**src/rtl/dfts_pkg.sv**
```systemverilog
// Shared types, constants and the character classifier of the decimal text scanner.
package dfts_pkg;

   localparam int CharWidth    = 8;
   localparam int MantWidth    = 57;
   localparam int ExpWidth     = 58;
   localparam int RspDataWidth = 120;

   localparam logic [MantWidth-1:0] AccLimit = 57'd9000000000000000;

   localparam logic [CharWidth-1:0] CH_PLUS   = 8'h2B;
   localparam logic [CharWidth-1:0] CH_MINUS  = 8'h2D;
   localparam logic [CharWidth-1:0] CH_POINT  = 8'h2E;
   localparam logic [CharWidth-1:0] CH_ZERO   = 8'h30;
   localparam logic [CharWidth-1:0] CH_NINE   = 8'h39;
   localparam logic [CharWidth-1:0] CH_EXP_UP = 8'h45;
   localparam logic [CharWidth-1:0] CH_EXP_LO = 8'h65;

   typedef enum logic [2:0] {
      CC_PLUS,
      CC_MINUS,
      CC_POINT,
      CC_DIGIT,
      CC_EXP,
      CC_OTHER
   } char_class_type;

   typedef struct packed {
      logic dot;
      logic ovf;
      logic bad;
   } err_type;

   typedef struct packed {
      logic                 sign_seen;
      logic                 minus_seen;
      logic                 in_exp;
      logic                 point_seen;
      logic [MantWidth-1:0] acc;
      logic [MantWidth-1:0] saved_mant;
      logic                 saved_neg;
      err_type              err;
   } scan_state_type;

   typedef struct packed {
      logic                 negative;
      logic [MantWidth-1:0] mantissa;
      logic                 exp_minus;
      logic [MantWidth-1:0] exp_mag;
      err_type              err;
   } raw_result_type;

   function automatic char_class_type classify(input logic [CharWidth-1:0] ch);
      char_class_type cc;
      unique case (ch) inside
         CH_PLUS:              cc = CC_PLUS;
         CH_MINUS:             cc = CC_MINUS;
         CH_POINT:             cc = CC_POINT;
         [CH_ZERO:CH_NINE]:    cc = CC_DIGIT;
         CH_EXP_UP, CH_EXP_LO: cc = CC_EXP;
         default:              cc = CC_OTHER;
      endcase
      return cc;
   endfunction

endpackage

```
**src/rtl/dfts_input_reg.sv**
```systemverilog
// Input register stage: holds one character beat until the scan core takes it.
module dfts_input_reg (
   input  logic                          clock,
   input  logic                          reset,
   input  logic                          req_tvalid,
   output logic                          req_tready,
   input  logic [dfts_pkg::CharWidth-1:0] req_tdata,
   input  logic                          req_tlast,
   input  logic                          core_take,
   output logic                          beat_valid,
   output logic [dfts_pkg::CharWidth-1:0] beat_char,
   output logic                          beat_last
);
   import dfts_pkg::*;

   logic                 valid_ff, valid_in;
   logic [CharWidth-1:0] char_ff;
   logic                 last_ff;
   logic                 load;

   assign req_tready = !valid_ff || core_take;
   assign load       = req_tvalid && req_tready;

   always_comb begin
      valid_in = valid_ff;
      if (load) begin
         valid_in = 1'b1;
      end else if (core_take) begin
         valid_in = 1'b0;
      end
   end

   always_ff @(posedge clock) begin
      if (reset) begin
         valid_ff <= 1'b0;
      end else begin
         valid_ff <= valid_in;
      end
   end

   always_ff @(posedge clock) begin
      if (load) begin
         char_ff <= req_tdata;
         last_ff <= req_tlast;
      end
   end

   assign beat_valid = valid_ff;
   assign beat_char  = char_ff;
   assign beat_last  = last_ff;

endmodule

```
**src/rtl/dfts_scan_core.sv**
```systemverilog
// Scan state and one-character update; captures the raw result on the last beat.
module dfts_scan_core #(
   parameter int COUNT_BITS = 16
) (
   input  logic                           clock,
   input  logic                           reset,
   input  logic                           beat_valid,
   input  logic [dfts_pkg::CharWidth-1:0] beat_char,
   input  logic                           beat_last,
   output logic                           core_take,
   input  logic                           raw_take,
   output logic                           raw_valid,
   output dfts_pkg::raw_result_type       raw,
   output logic [COUNT_BITS-1:0]          raw_frac
);
   import dfts_pkg::*;

   scan_state_type        st_ff, st_in, st_next;
   logic [COUNT_BITS-1:0] frac_ff, frac_in, frac_next;
   logic                  raw_valid_ff, raw_valid_in;
   raw_result_type        raw_ff;
   logic [COUNT_BITS-1:0] raw_frac_ff;
   logic [MantWidth-1:0]  acc_shifted;
   logic                  acc_over;
   logic                  new_over;
   char_class_type        cc;

   // a last beat waits only when the raw slot is full and not draining
   assign core_take = beat_valid && (!beat_last || !raw_valid_ff || raw_take);

   // acc*10 + digit as a shift-add
   assign acc_shifted = {st_ff.acc[MantWidth-4:0], 3'b000} + {st_ff.acc[MantWidth-2:0], 1'b0}
                        + {{(MantWidth-4){1'b0}}, beat_char[3:0]};
   assign acc_over    = st_ff.acc > AccLimit;
   assign new_over    = acc_shifted > AccLimit;
   assign cc          = classify(beat_char);

   always_comb begin
      st_next   = st_ff;
      frac_next = frac_ff;
      unique case (cc)
         CC_PLUS: begin
            if (!st_ff.sign_seen) begin
               st_next.sign_seen = 1'b1;
            end else begin
               st_next.err.bad = 1'b1;
            end
         end
         CC_MINUS: begin
            if (!st_ff.sign_seen) begin
               st_next.sign_seen  = 1'b1;
               st_next.minus_seen = 1'b1;
            end else begin
               st_next.err.bad = 1'b1;
            end
         end
         CC_POINT: begin
            if (st_ff.in_exp || st_ff.point_seen) begin
               st_next.err.dot = 1'b1;
            end else begin
               st_next.point_seen = 1'b1;
            end
         end
         CC_DIGIT: begin
            if (acc_over) begin
               st_next.err.ovf = 1'b1;
            end else begin
               st_next.acc = acc_shifted;
               if (new_over) begin
                  st_next.err.ovf = 1'b1;
               end else if (st_ff.point_seen && !st_ff.in_exp && (frac_ff != '1)) begin
                  frac_next = frac_ff + 1'b1;
               end
            end
         end
         CC_EXP: begin
            if (!st_ff.in_exp) begin
               st_next.in_exp     = 1'b1;
               st_next.saved_mant = st_ff.acc;
               st_next.saved_neg  = st_ff.minus_seen;
               st_next.minus_seen = 1'b0;
               st_next.acc        = '0;
               st_next.sign_seen  = 1'b0;
               st_next.point_seen = 1'b0;
            end else begin
               st_next.err.bad = 1'b1;
            end
         end
         default: begin
            st_next.err.bad = 1'b1;
         end
      endcase
   end

   always_comb begin
      st_in   = st_ff;
      frac_in = frac_ff;
      if (core_take) begin
         // a finished text leaves the scanner clean for the next one
         st_in   = beat_last ? '0 : st_next;
         frac_in = beat_last ? '0 : frac_next;
      end
      raw_valid_in = raw_valid_ff;
      if (core_take && beat_last) begin
         raw_valid_in = 1'b1;
      end else if (raw_take) begin
         raw_valid_in = 1'b0;
      end
   end

   always_ff @(posedge clock) begin
      if (reset) begin
         st_ff        <= '0;
         frac_ff      <= '0;
         raw_valid_ff <= 1'b0;
      end else begin
         st_ff        <= st_in;
         frac_ff      <= frac_in;
         raw_valid_ff <= raw_valid_in;
      end
   end

   always_ff @(posedge clock) begin
      if (core_take && beat_last) begin
         raw_ff.negative  <= st_next.in_exp ? st_next.saved_neg : st_next.minus_seen;
         raw_ff.mantissa  <= st_next.in_exp ? st_next.saved_mant : st_next.acc;
         raw_ff.exp_minus <= st_next.in_exp && st_next.minus_seen;
         raw_ff.exp_mag   <= st_next.in_exp ? st_next.acc : '0;
         raw_ff.err       <= st_next.err;
         raw_frac_ff      <= frac_next;
      end
   end

   assign raw_valid = raw_valid_ff;
   assign raw       = raw_ff;
   assign raw_frac  = raw_frac_ff;

endmodule

```
**src/rtl/dfts_result_fmt.sv**
```systemverilog
// Result stage: signed exponent minus fraction count, packed into the output register.
module dfts_result_fmt #(
   parameter int COUNT_BITS = 16
) (
   input  logic                              clock,
   input  logic                              reset,
   input  logic                              raw_valid,
   input  dfts_pkg::raw_result_type          raw,
   input  logic [COUNT_BITS-1:0]             raw_frac,
   output logic                              raw_take,
   output logic                              rsp_tvalid,
   input  logic                              rsp_tready,
   output logic [dfts_pkg::RspDataWidth-1:0] rsp_tdata
);
   import dfts_pkg::*;

   logic                    valid_ff, valid_in;
   logic [RspDataWidth-1:0] data_ff;
   logic [ExpWidth-1:0]     exp_signed;
   logic [ExpWidth-1:0]     exp_net;

   assign raw_take   = raw_valid && (!valid_ff || rsp_tready);
   assign exp_signed = raw.exp_minus ? (~{1'b0, raw.exp_mag} + 1'b1) : {1'b0, raw.exp_mag};
   assign exp_net    = exp_signed - {{(ExpWidth-COUNT_BITS){1'b0}}, raw_frac};

   always_comb begin
      valid_in = valid_ff;
      if (raw_take) begin
         valid_in = 1'b1;
      end else if (rsp_tready) begin
         valid_in = 1'b0;
      end
   end

   always_ff @(posedge clock) begin
      if (reset) begin
         valid_ff <= 1'b0;
      end else begin
         valid_ff <= valid_in;
      end
   end

   always_ff @(posedge clock) begin
      if (raw_take) begin
         data_ff <= {1'b0, raw.err.bad, raw.err.ovf, raw.err.dot,
                     exp_net, raw.mantissa, raw.negative};
      end
   end

   assign rsp_tvalid = valid_ff;
   assign rsp_tdata  = data_ff;

endmodule

```
**src/rtl/decimal_float_text_scanner_top.sv**
```systemverilog
// Top level of the decimal number text scanner.
//
//  channel | dir | handshake          | content
//  req     | in  | tvalid/tready      | tdata: character; tlast: last character of the text
//  rsp     | out | tvalid/tready      | tdata: sign, mantissa, net exponent, error flags
//
// One character beat per cycle sustained while no last beat waits; the shift-add of the
// scan core sets that. A result leaves after the last beat of its text is accepted and
// has passed the input register, the scan core and the exponent subtract.
// Reset (synchronous) empties every stage and clears the scan state.
// While rsp stalls, non-last characters keep flowing; a last beat waits only
// when two results are already held downstream.
module decimal_float_text_scanner_top #(
   parameter int COUNT_BITS = 16
) (
   input  logic                              clock,
   input  logic                              reset,
   input  logic                              req_tvalid,
   output logic                              req_tready,
   input  logic [dfts_pkg::CharWidth-1:0]    req_tdata,   // [7:0] character
   input  logic                              req_tlast,
   output logic                              rsp_tvalid,
   input  logic                              rsp_tready,
   // [0] negative, [57:1] mantissa, [115:58] decimal_exponent, [116] dot_error,
   // [117] overflow_error, [118] bad_char_error, [119] zero
   output logic [dfts_pkg::RspDataWidth-1:0] rsp_tdata
);
   import dfts_pkg::*;

   logic                  core_take;
   logic                  beat_valid;
   logic [CharWidth-1:0]  beat_char;
   logic                  beat_last;
   logic                  raw_take;
   logic                  raw_valid;
   raw_result_type        raw;
   logic [COUNT_BITS-1:0] raw_frac;

   dfts_input_reg u_input_reg (
      .clock      (clock),
      .reset      (reset),
      .req_tvalid (req_tvalid),
      .req_tready (req_tready),
      .req_tdata  (req_tdata),
      .req_tlast  (req_tlast),
      .core_take  (core_take),
      .beat_valid (beat_valid),
      .beat_char  (beat_char),
      .beat_last  (beat_last)
   );

   dfts_scan_core #(
      .COUNT_BITS (COUNT_BITS)
   ) u_scan_core (
      .clock      (clock),
      .reset      (reset),
      .beat_valid (beat_valid),
      .beat_char  (beat_char),
      .beat_last  (beat_last),
      .core_take  (core_take),
      .raw_take   (raw_take),
      .raw_valid  (raw_valid),
      .raw        (raw),
      .raw_frac   (raw_frac)
   );

   dfts_result_fmt #(
      .COUNT_BITS (COUNT_BITS)
   ) u_result_fmt (
      .clock      (clock),
      .reset      (reset),
      .raw_valid  (raw_valid),
      .raw        (raw),
      .raw_frac   (raw_frac),
      .raw_take   (raw_take),
      .rsp_tvalid (rsp_tvalid),
      .rsp_tready (rsp_tready),
      .rsp_tdata  (rsp_tdata)
   );

endmodule

```
**config.mk**
```make
export PLATFORM = sky130hd
export DESIGN_NAME = decimal_float_text_scanner_top
export DESIGN_NICKNAME = d
export VERILOG_FILES = /design/src/rtl/dfts_pkg.sv /design/src/rtl/dfts_input_reg.sv /design/src/rtl/dfts_scan_core.sv /design/src/rtl/dfts_result_fmt.sv /design/src/rtl/decimal_float_text_scanner_top.sv
export SDC_FILE = /design/constraint.sdc
export NUM_CORES = 1
export LEC_CHECK = 0
export BUFFER_PORTS_ARGS = -buffer_cell sky130_fd_sc_hd__buf_2
export CORE_ASPECT_RATIO = 1.5
export CORE_MARGIN = 5
export CORE_UTILIZATION = 43
export DETAILED_ROUTE_END_ITERATION = 6
export PLACE_DENSITY = 0.72
export SETUP_SLACK_MARGIN = 0.4
export SYNTH_ARGS = -nofsm -noshare
export SYNTH_HDL_FRONTEND = slang
export SYNTH_HIERARCHICAL = 1
export SYNTH_SLANG_ARGS = --single-unit
```
**constraint.sdc**
```tcl
create_clock -name clock -period 13.53 [get_ports clock]
set_clock_uncertainty 0.05 [all_clocks]
set_input_delay 0 -clock clock [delete_from_list [all_inputs] [get_ports clock]]
set_output_delay 0 -clock clock [all_outputs]
set_load 0.05 [all_outputs]
```
==> metrics.md, run 1 <==
| Metric | Value |
|---|---|
| Share of total power in sequential cells | `51.1%` |
| Post-Syn Area per Cell | `9.60 µm²` |
| Slowest CP cell | `fa_1` |
| CTS H-tree lvls | `2` |
| Comb power frac | `between 6 and 7%` |
| Hold Crit Class | `in -> reg` |
| Clock latency on the worst-skew pair | `between 500 and 600 ps` |
| Req. time, crit path | `between 10000 and 15000 ps` |
| CTS tree | `built` |
| Post-CTS Setup Inserts | `0` |
| Final worst slack | `8110 ps` |
| Synth Flop Type | `edfxtp_1` |
| Final Wtd Congestion | `0.979` |
| Asr flop ratio synth | `0%` |
| First-pass GRT wire length | `around 110000 µm` |
| Pre-Repair DR Iteration Count | `7` |
| RSZ-0062 raised after global routing | `no` |
| EDFF count, synth | `263` |
| Crit start category | `flip-flop` |
| Final ANT Viol Nets | `0` |
| Worst setup EP type | `flip-flop` |
| Period utilization | `about 40%` |
| Post-Syn Area | `around 24000 µm²` |
| Mapped Nets | `~2700` |
| Largest cells by area after synthesis | `edfxtp_1, dfxtp_1, ha_1` |
| Worst Setup Slack post-DPL | `between 8000 and 9000 ps` |
| Hold bufs inserted after CTS | `14` |
| Gates resized, CTS repair | `0` |
| Switching share of power | `between 20% and 30%` |
| Fillers | `5190` |
| Biggest area consumer among synthesized cells | `edfxtp_1` |
| Pin count of the biggest net entering global routing | `88` |
| Power per cell area | `98.7 nW/µm²` |
| Data arrival, critical path | `between 5000 and 6000 ps` |
| VDD IR-drop max | `about 0.061 mV` |
| Final Setup Violations | `0` |
| Slew Limit Fails | `0` |
| Detailed placement HPWL | `~54000 µm` |
| Max Freq | `approximately 180 MHz` |
| Synth warn | `6` |
| Via count | `between 20000 and 25000` |
| Crit-path max FO | `20` |
| NetSw | `635 µW` |
| Layout cells sized above 1 | `between 10 and 15%` |
| Fin crit period | `5420 ps` |
| DR WL/cell | `approximately 21 µm` |
| Clock share of power | `a little over two fifths` |
| Worst-margin pin slew | `approximately 1200 ps` |
| Final WL | `70600 µm` |
| Critical-path cell list | `inv_1 -> fa_1 -> fa_1 -> nand2b_1 -> a21oi_1 -> o21ai_1 -> a311oi_2 -> nor2_1 -> xor2_1 -> nor4_2 -> nand2_1 -> nor4_1 -> o311ai_2 -> buf_4 -> or3_1 -> xnor2_1` |
| CTS clk-pin slew, worst paths | `about 70 ps` |
| Rows | `roughly 110` |
| Final Util | `a little under half` |
| Post-Synthesis Cells | `~2500` |
| CP top delay family | `simple AND/OR/NAND/NOR gates` |
| DRC Markers | `1` |
| Failing checks | `DRC` |
| # IOs | `135` |
| Final Power | `2.68 mW` |
| Placed inst area | `25700 µm²` |
| Fin nets | `2757` |
| Sequential cell area fraction in the yosys report | `approximately 44%` |
| Area Growth Syn to Fin | `10.9%` |
| Initial Util | `a little over two fifths` |
| CTS root buf | `clkbuf_16` |
| Vias in the first global route | `slightly below 20000` |
| Vias per inst | `about 5.9` |
| Final Instance Area | `approximately 27000 µm²` |
| FF+latch count, synth | `404` |
| Core box area | `between 50000 and 60000 µm²` |
| Total track usage | `22.1%` |
| Grt ovf | `0` |
| Initial DRC Count | `around 1500` |
| Die width | `between 200 and 250 µm` |
| Top cell type's share of synthesized area | `between 30% and 40%` |
| Max clock buf depth | `3` |
| Pint | `slightly above 2 mW` |
| Critical path's largest stage delay | `550 ps` |
| # Max-Cap Violations | `0` |
| Chip Height | `302 µm` |
| Slew HR | `between 10% and 20%` |
| I/O Buffers | `approximately 130` |
| Clk sinks | `approximately 400` |
| Setup CP Type | `reg -> reg` |
| Yosys cell types | `between 100 and 150` |
| Die ar. | `~62000 µm²` |
| Status | `complete, but fails checks` |
| Worst Path Buf+Inv | `2` |
| CTS Buf Count | `39` |
| Pleak | `approximately 10 nW` |
| Initial antenna violation count | `0` |
| Setup_tns | `0 ps` |
| Crit-path most repeated cell | `fa_1` |
| Endpoints failing hold | `0` |
[metrics by stage]
stage	hold slack, ps	cells
after floorplan	12.4	2549
after global placement	142	3323
after detailed placement	137	3323
after CTS	110	3407
after global routing	121	3407
final	131	3408
[synth_stat cells (all sizes together), types with 36 or more instances]
cell type / count
a21oi: 128
a22o: 36
a22oi: 126
and2: 70
buf: 45
clkbuf: 97
dfxtp: 141
edfxtp: 263
ha: 126
inv: 67
mux2i: 64
nand2: 232
nand3: 61
nand4: 56
nor2: 271
nor3: 50
nor4: 43
o21ai: 171
xnor2: 75
xor2: 81
[final timing paths]
path,from,endpoint,slack (ps),cells after the start
setup reg to reg,u_input_reg/beat_char[3],u_scan_core/raw_frac[6],8110,16
hold reg to reg,u_scan_core/raw[96],u_result_fmt/rsp_tdata[36],360,0
hold / removal,req_tdata[2],u_input_reg/beat_char[2],130,2
setup / recovery,u_input_reg/beat_char[3],u_scan_core/raw_frac[6],8110,16
[layout by cell type, fill, tap and decap left out, types with 15 or more instances in the layout]
cell type    n
a211oi_1    19
a21o_1      21
a21oi_1    118
a22o_1      36
a22oi_1    126
and2_1      68
and3_1      15
buf_2      132
buf_4       22
clkbuf_16   40
dfxtp_1    140
edfxtp_1   263
ha_1       126
inv_1       66
mux2i_1     64
nand2_1    228
nand2b_1    19
nand3_1     60
nand4_1     55
nor2_1     270
nor2b_1     16
nor3_1      44
nor4_1      34
o211ai_1    16
o21a_1      24
o21ai_0    151
o21ai_1     17
o31ai_1     19
or4_1       19
xnor2_1     75
xor2_1      81
[sequential cells by signal (all words and copies together) (netlist names), 8 cells and up]
| register | count |
|---|---|
| u_input_reg/beat_char | 8 |
| u_scan_core/st_ff | 122 |
| u_scan_core/raw_frac | 16 |
| u_scan_core/frac_ff | 16 |
| u_scan_core/raw | 119 |
| u_result_fmt/rsp_tdata | 119 |
[cell type report]
cell class / count / area, µm² / area share (%)
Multi-Input combinational cell: 1935 / 12900 / 47.6
Sequential cell: 404 / 10700 / 39.5
Clock inverter: 22 / 253 / 0.931
Inverter: 67 / 254 / 0.936
Timing Repair Buffer: 168 / 966 / 3.56
Antenna cell: 1 / 2.50 / 0.00922
Tap cell: 763 / 955 / 3.52
Clock buffer: 48 / 1070 / 3.95
[per-layer routing]
| layer | share of wire, % | wire length (µm) | global-route usage (%) | vias up |
|---|---|---|---|---|
| met1 | 39 | 27200 | 26.3 | 9715 |
| li1 | - | - | - | 9600 |
| met5 | 0 | 0 | 0 | - |
| met3 | 5.0 | 3520 | 1.78 | 175 |
| met2 | 52 | 36800 | 40.9 | 746 |
| met4 | 4.3 | 3030 | 9.23 | 0 |
[worst register-to-register path, stage by stage, from the launching register on]
cell	delay, ps
edfxtp_1	400
inv_1	100
fa_1	550
fa_1	480
nand2b_1	180
a21oi_1	390
o21ai_1	250
a311oi_2	510
nor2_1	100
xor2_1	180
nor4_2	480
nand2_1	120
nor4_1	490
o311ai_2	150
buf_4	220
or3_1	370
xnor2_1	140
[cells by family (layout without fill, tap and decap cells)]
group,count (synthesis),count (layout),synth area share (%)
muxes,67,67,2.76
buffers and inverters,210,305,3.63
other,1,2,0.0153
xor gates and xnor gates,156,156,5.59
and+or+nand+nor,926,926,19.2
DFF,404,404,43.8
AOI/OAI and AO/OA,656,656,18.3
adders and majority gates,129,129,6.69
[power groups by stage]
stage / Clock [mW] / Sequential, mW / Combinational [mW]
floorplan: 0 / 1.44 / 0.0888
global placement: 0 / 1.39 / 0.178
detailed placement: 0 / 1.40 / 0.181
CTS: 1.15 / 1.37 / 0.185
global route: 1.20 / 1.37 / 0.197
finish: 1.13 / 1.37 / 0.185
(Power assumes the default switching activity.)
==> run 2, diff against run 1 <==
--- a/config.mk
+++ b/config.mk
@@ -5,12 +5,13 @@
 export SDC_FILE = /design/constraint.sdc
 export NUM_CORES = 1
 export LEC_CHECK = 0
+export ABC_AREA = 1
 export BUFFER_PORTS_ARGS = -buffer_cell sky130_fd_sc_hd__buf_2
 export CORE_ASPECT_RATIO = 1.5
 export CORE_MARGIN = 5
 export CORE_UTILIZATION = 43
 export DETAILED_ROUTE_END_ITERATION = 6
-export PLACE_DENSITY = 0.72
+export PLACE_DENSITY = 0.69
 export SETUP_SLACK_MARGIN = 0.4
 export SYNTH_ARGS = -nofsm -noshare
 export SYNTH_HDL_FRONTEND = slang
==> constraint.sdc (replaced) <==
create_clock -name clock -period 5.35 [get_ports clock]
set_clock_uncertainty 0.05 [all_clocks]
set_input_delay 0 -clock clock [delete_from_list [all_inputs] [get_ports clock]]
set_output_delay 0 -clock clock [all_outputs]
set_load 0.05 [all_outputs]
==> metrics.md, run 2 <==
| Metric | Value |
|---|---|
| Grt ovf | `0 (unchanged)` |
| CTS root buf | `clkbuf_16` |
| DRC Markers | `0 (-1)` |
| Fillers | `6311 (+22%)` |
| Slew HR | `26.9% (+9.6 points)` |
| Largest family of logic cells by synthesized area | `simple AND/OR/NAND/NOR gates` |
| WHS Path Cells | `2 (unchanged)` |
| Top cells by count, synth | `nand2_1, inv_1, nor2_1` |
| CTS Buf Count | `38 (-2.6%)` |
| Cells after DPL | `4762 (+43%)` |
| Yosys cell types | `53 (-52%)` |
| Asr flop ratio synth | `0% (unchanged)` |
| Hold Crit Class | `in -> reg` |
| RSZ-0062 raised after global routing | `no` |
| Fin nets | `4153 (+51%)` |
| Pin count of the biggest net entering global routing | `135 (+53%)` |
| Worst Path Buf+Inv | `2 (unchanged)` |
| Post-CTS Setup Inserts | `0 (unchanged)` |
| Vias in the first global route | `24587 (+24%)` |
| Clock latency on the worst-skew pair | `570 ps (+30 ps)` |
| Pleak | `14.1 nW (+38%)` |
| Die width | `216 µm (+5.5%)` |
| Top cell type's share of synthesized area | `28.9% (-3.4 points)` |
| Chip Height | `319 µm (+5.6%)` |
| Total track usage | `25.0% (+2.9 points)` |
| Slew Limit Fails | `0 (unchanged)` |
| Final Power | `6.81 mW (+150%)` |
| Hold bufs inserted after CTS | `14 (unchanged)` |
| Detailed placement HPWL | `70900 µm (+32%)` |
| Post-Synthesis Cells | `3857 (+51%)` |
| First-pass GRT wire length | `136000 µm (+24%)` |
| Critical path's largest stage delay | `530 ps (-20 ps)` |
| Req. time, crit path | `5630 ps (-8140 ps)` |
| DR WL/cell | `18.2 µm (-12%)` |
| Synth Flop Type | `edfxtp_1` |
| Via count | `25045 (+24%)` |
| Biggest area consumer among synthesized cells | `edfxtp_1` |
| Commonest non-fill, non-tap cells in the layout | `nand2_1, inv_1, nor2_1, edfxtp_1, a21oi_1` |
| Initial antenna violation count | `2 (+2)` |
| Max Freq | `218 MHz (+18%)` |
| Adder-Cell Fraction of Synth Area | `5.98% (-0.71 points)` |
| Fraction of the mapped netlist area in simple logic gates | `33.8% (+15 points)` |
| Final Setup Violations | `0 (unchanged)` |
| Compound-Gate Fraction of Synth Area | `8.50% (-9.8 points)` |
| CTS clk-pin slew, worst paths | `60 ps (about the same)` |
| Status | `finished, final reports clean` |
| Final worst slack | `760 ps (-7350 ps)` |
| CTS H-tree lvls | `2 (unchanged)` |
| Setup_tns | `0 ps (unchanged)` |
| Slowest CP cell | `fa_1` |
| R2r worst-path depth | `23 (+7)` |
| Data arrival, critical path | `4870 ps (-780 ps)` |
| I/O Buffers | `133 (unchanged)` |
| Layout cells sized above 1 | `12.0% (+0.72 points)` |
| Number of flip-flops in the largest register | `122 (unchanged)` |
| Crit start category | `flip-flop` |
| VDD IR-drop max | `0.167 mV (+170%)` |
| Final Wtd Congestion | `0.980 (+0.10%)` |
| Post-Syn Area per Cell | `7.10 µm² (-26%)` |
| Max clock buf depth | `3 (unchanged)` |
| Crit-path most repeated cell | `nand2_2` |
| Area Growth Syn to Fin | `11.7%` |
| Largest cells by area after synthesis | `edfxtp_1, nand2_1, dfxtp_1` |
| Clk sinks | `404 (unchanged)` |
| Worst Setup Slack post-DPL | `763 ps (-7450 ps)` |
| Most common cell after layout, fill and taps aside | `nand2_1` |
| CP top delay family | `simple AND/OR/NAND/NOR gates` |
| EDFF count, synth | `263 (unchanged)` |
| Initial DRC Count | `1794 (+23%)` |
| Power per cell area | `223 nW/µm² (+130%)` |
| Final Util | `48.4% (+0.45 points)` |
| Post-Syn Area | `27400 µm² (+12%)` |
| Crit-path max FO | `11 (-45%)` |
| Period utilization | `85.8% (+46 points)` |
| Critical path depth in cells | `23 (+7)` |
| Core box area | `63200 µm² (+12%)` |
| Setup CP Type | `reg -> reg` |
| Vias per inst | `5.17 (-13%)` |
| Sequential cell area fraction in the yosys report | `39.2% (-4.7 points)` |
| # Max-Cap Violations | `0 (unchanged)` |
| Worst-margin pin slew | `1090 ps (-143 ps)` |
| Rows | `113 (+5.6%)` |
| Gates resized, CTS repair | `0 (unchanged)` |
| Initial Util | `43.3% (+0.11 points)` |
| Endpoints failing hold | `0 (unchanged)` |
| Worst setup EP type | `flip-flop` |
| Final WL | `88200 µm (+25%)` |
| Layout Cells excl Fill | `4848 (+42%)` |
| Synth warn | `6 (unchanged)` |
| CTS tree | `built` |
| Fin crit period | `4590 ps (-827 ps)` |
| Most common cell in the synthesized netlist | `nand2_1` |
| Pre-Repair DR Iteration Count | `7 (unchanged)` |
| Synth Area in XOR/XNOR | `2.51% (-3.1 points)` |
| # IOs | `135 (unchanged)` |
| FF+latch count, synth | `404 (unchanged)` |
| Final ANT Viol Nets | `0 (unchanged)` |
| Mux share of post-synthesis cell area | `0.219% (-2.5 points)` |
| Critical-path cell list | `inv_1 -> fa_1 -> fa_1 -> inv_1 -> nand3_1 -> nand2_2 -> nand2_1 -> nand2_2 -> nand2_1 -> nand2_2 -> xnor2_1 -> nand2_1 -> nor2_1 -> nand3_1 -> nor2_1 -> nand3b_1 -> nor2_2 -> nand3_2 -> nand2_2 -> nand2_2 -> nor2_1 -> nand2_1 -> and2_1` |
| Mapped Nets | `3999 (+49%)` |
| Largest register by flop count | `u_scan_core/st_ff` |
| Die ar. | `68900 µm² (+11%)` |
## run 2: cell types whose count changed in the layout (fill, tap and decap cells not counted), moves of 59 or more
| cell | before | now |
|---|---|---|
| nand3_1 | 60 | 171 |
| a22oi_1 | 126 | 6 |
| nor2_1 | 270 | 329 |
| nand2_2 | 4 | 85 |
| nand2_1 | 228 | 1261 |
| a21oi_1 | 118 | 221 |
| inv_1 | 66 | 584 |
## run 2: worst paths after layout
kind / start / to / slack (ps)
worst min-delay path: req_tdata[7] / u_input_reg/beat_char[7] / 110
worst max-delay path: u_scan_core/st_ff[61] / u_scan_core/raw_frac[5] / 760
worst min register to register: u_scan_core/raw[65] / u_result_fmt/rsp_tdata[5] / 360
worst max register to register: u_scan_core/st_ff[61] / u_scan_core/raw_frac[5] / 760
## run 2: per-stage QoR
step	hold slack, ps	cell area (µm²)
2_1_floorplan	9.36	27400
3_3_place_gp	145	29200
3_5_place_dp	145	29200
4_1_cts	86.3	30600
5_1_grt	109	30600
6_report	105	30600
## run 2: cells by family after synthesis
logic type | Yosys count
simple gates | 2099
buf+inv | 704
compound gates | 439
flops | 404
fa+ha+maj | 129
xor+xnor | 75
mux | 6
other cells | 1
## run 2: area by class of cell
cell class | instances | area, µm² | area share (%)
diodes | 2 | 5.00 | 0.0164
clock buffers | 52 | 1040 | 3.42
clock inverters | 18 | 155 | 0.508
inverters | 611 | 2300 | 7.52
multi-input cells | 2749 | 14000 | 45.9
flip-flops and latches | 404 | 10700 | 35.1
well taps | 805 | 1010 | 3.30
repair buffers | 207 | 1310 | 4.28
## run 2: power breakdown
part / total, mW / internal [mW] / switching [mW]
clock: 2.67 / 1.44 / 1.22
sequential: 3.46 / 3.41 / 0.0454
combinational: 0.685 / 0.167 / 0.518
## run 2: per-layer routing
layer	vias up	global-route usage (%)	routed length (µm)	share of wire, %
li1	12568	-	-	-
met1	11428	28.4	33600	38
met2	811	46.5	45300	51
met3	238	1.77	3800	4.3
met4	0	13.7	5460	6.2
met5	-	0	0	0
==> run 3, diff against run 2 <==
--- a/config.mk
+++ b/config.mk
@@ -6,10 +6,11 @@
 export NUM_CORES = 1
 export LEC_CHECK = 0
 export ABC_AREA = 1
-export BUFFER_PORTS_ARGS = -buffer_cell sky130_fd_sc_hd__buf_2
+export BUFFER_PORTS_ARGS = -buffer_cell sky130_fd_sc_hd__clkbuf_2
 export CORE_ASPECT_RATIO = 1.5
 export CORE_MARGIN = 5
 export CORE_UTILIZATION = 43
+export CTS_BUF_LIST = sky130_fd_sc_hd__clkbuf_16
 export DETAILED_ROUTE_END_ITERATION = 6
 export PLACE_DENSITY = 0.69
 export SETUP_SLACK_MARGIN = 0.4
==> metrics.md, run 3 (synthesized netlist as in run 2, its figures left out) <==
| Metric | Value |
|---|---|
| CTS Buf Count | `40 (+5.3%)` |
| Req. time, crit path | `5610 ps (-20 ps)` |
| Hold Crit Class | `in -> reg` |
| Largest register by flop count | `u_scan_core/st_ff` |
| Initial DRC Count | `1829 (+2.0%)` |
| Crit-path max FO | `11 (unchanged)` |
| Chip Height | `319 µm (unchanged)` |
| Grt met3 use | `2.43% (+0.66 points)` |
| Final Wtd Congestion | `1.02 (+3.9%)` |
| Crit-path most repeated cell | `nand2_1` |
| Final worst slack | `802 ps (+41.8 ps)` |
| GRT Max-Usage Layer | `met2` |
| First-pass GRT wire length | `134000 µm (-1.8%)` |
| # IOs | `135 (unchanged)` |
| Status | `complete, but fails checks` |
| Pin count of the biggest net entering global routing | `95 (-30%)` |
| Post-CTS Setup Inserts | `0 (unchanged)` |
| Slew Limit Fails | `0 (unchanged)` |
| Clock latency on the worst-skew pair | `570 ps (about the same)` |
| Via count | `24911 (-0.54%)` |
| CTS root buf | `clkbuf_16` |
| Power per cell area | `229 nW/µm² (+3.0%)` |
| Initial Util | `43.3% (unchanged)` |
| Number of flip-flops in the largest register | `122 (unchanged)` |
| Critical path's largest stage delay | `610 ps (+80 ps)` |
| Commonest non-fill, non-tap cells in the layout | `nand2_1, inv_1, nor2_1, edfxtp_1, a21oi_1` |
| GR Layer Usage met2 | `45.6% (-0.93 points)` |
| Core box area | `63200 µm² (unchanged)` |
| Initial antenna violation count | `2 (unchanged)` |
| Endpoints failing hold | `0 (unchanged)` |
| Grt ovf | `0 (unchanged)` |
| I/O Buffers | `133 (unchanged)` |
| Detailed placement HPWL | `69600 µm (-1.9%)` |
| DRC Markers | `9 (+9)` |
| Most common cell after layout, fill and taps aside | `nand2_1` |
| Max Freq | `220 MHz (+0.92%)` |
| CTS tree | `built` |
| Vias per inst | `5.14 (-0.56%)` |
| Final WL | `86800 µm (-1.7%)` |
| Met1 Use GR | `27.2% (-1.2 points)` |
| Data arrival, critical path | `4810 ps (-60 ps)` |
| RSZ-0062 raised after global routing | `no` |
| Layout cells sized above 1 | `12.1% (+0.11 points)` |
| Final Hold Slack | `111 ps (+5.20 ps)` |
| Failing checks | `DRC` |
| Fin crit period | `4550 ps (-41.8 ps)` |
| Fin nets | `4154 (+0.024%)` |
| Setup_tns | `0 ps (unchanged)` |
| CTS H-tree lvls | `2 (unchanged)` |
| Rows | `113 (unchanged)` |
| Slowest CP cell | `fa_1` |
| Final Power | `7.03 mW (+3.3%)` |
| Pleak | `14.2 nW (+0.62%)` |
| Max clock buf depth | `3 (unchanged)` |
| VDD IR-drop max | `0.198 mV (+18%)` |
| Total track usage | `24.5% (-0.58 points)` |
| Clk sinks | `404 (unchanged)` |
| R2R setup slack | `800 ps (+40 ps)` |
| Pre-Repair DR Iteration Count | `7 (unchanged)` |
| DR WL/cell | `17.9 µm (-1.7%)` |
| CTS clk-pin slew, worst paths | `70 ps (about the same)` |
| Slew HR | `27.3% (+0.37 points)` |
| Setup CP Type | `reg -> reg` |
| Worst-margin pin slew | `1090 ps (-3.01 ps)` |
| Die width | `216 µm (unchanged)` |
| Area Growth Syn to Fin | `12.1%` |
| Crit start category | `flip-flop` |
| Period utilization | `85.0% (-0.78 points)` |
| # Max-Cap Violations | `0 (unchanged)` |
| ANT cells | `0 (-2)` |
| Fillers | `6244 (-1.1%)` |
| Worst setup EP type | `flip-flop` |
| Vias in the first global route | `24354 (-0.95%)` |
| Final ANT Viol Nets | `0 (unchanged)` |
| Die ar. | `68900 µm² (unchanged)` |
| Worst Setup Slack post-DPL | `869 ps (+107 ps)` |
| Final Setup Violations | `0 (unchanged)` |
-- run 3: stage by stage --
stage               instances  area, µm²  util [%]
finish                   4849      30700      48.5
detailed placement       4761      29200      46.2
global placement         4761      29200      46.2
floorplan                3857      27400         -
global route             4849      30700      48.5
CTS                      4849      30700      48.5
-- run 3: critical path, delay by kind of cell, from the launching register on --
family / cells / cell delay [ps]
AO/OA/AOI/OAI: 1 / 200
adder cells (fa/ha/maj): 2 / 910
buffers and inverters: 2 / 160
flip-flops: 1 / 360
AND/OR/NAND/NOR: 20 / 2610
-- run 3: repair_timing --
action | 4_1_cts | 5_1_grt
resized for setup | 0 | 0
hold endpoints to repair | 81 | 0
hold buffers | 14 | 0
-- run 3: worst paths after layout --
path,end,start,cells past startpoint
max,u_scan_core/raw_frac[7],u_input_reg/beat_char[3],25
min,u_input_reg/beat_char[7],req_tdata[7],2
max reg2reg,u_scan_core/raw_frac[7],u_input_reg/beat_char[3],25
min reg2reg,u_result_fmt/rsp_tdata[31],u_scan_core/raw[91],0
-- run 3: metal layers --
| metal | up-vias | part of all wire [%] |
|---|---|---|
| li1 | 12565 | - |
| met1 | 11432 | 38 |
| met2 | 691 | 52 |
| met3 | 221 | 4.0 |
| met4 | 2 | 6.3 |
| met5 | - | 0.014 |
-- run 3: layout make-up --
class / instances / area, µm² / share of cell area, %
Multi-Input combinational cell: 2749 / 14000 / 45.7
Sequential cell: 404 / 10700 / 35.0
Inverter: 611 / 2300 / 7.50
Timing Repair Buffer: 206 / 1280 / 4.16
Clock buffer: 42 / 1050 / 3.43
Tap cell: 805 / 1010 / 3.28
Clock inverter: 32 / 295 / 0.963
-- run 3: power by group --
| part | switching (mW) | internal, mW |
|---|---|---|
| clock network | 1.25 | 1.64 |
| logic | 0.520 | 0.165 |
| registers | 0.0474 | 3.41 |
| total | 1.82 | 5.22 |
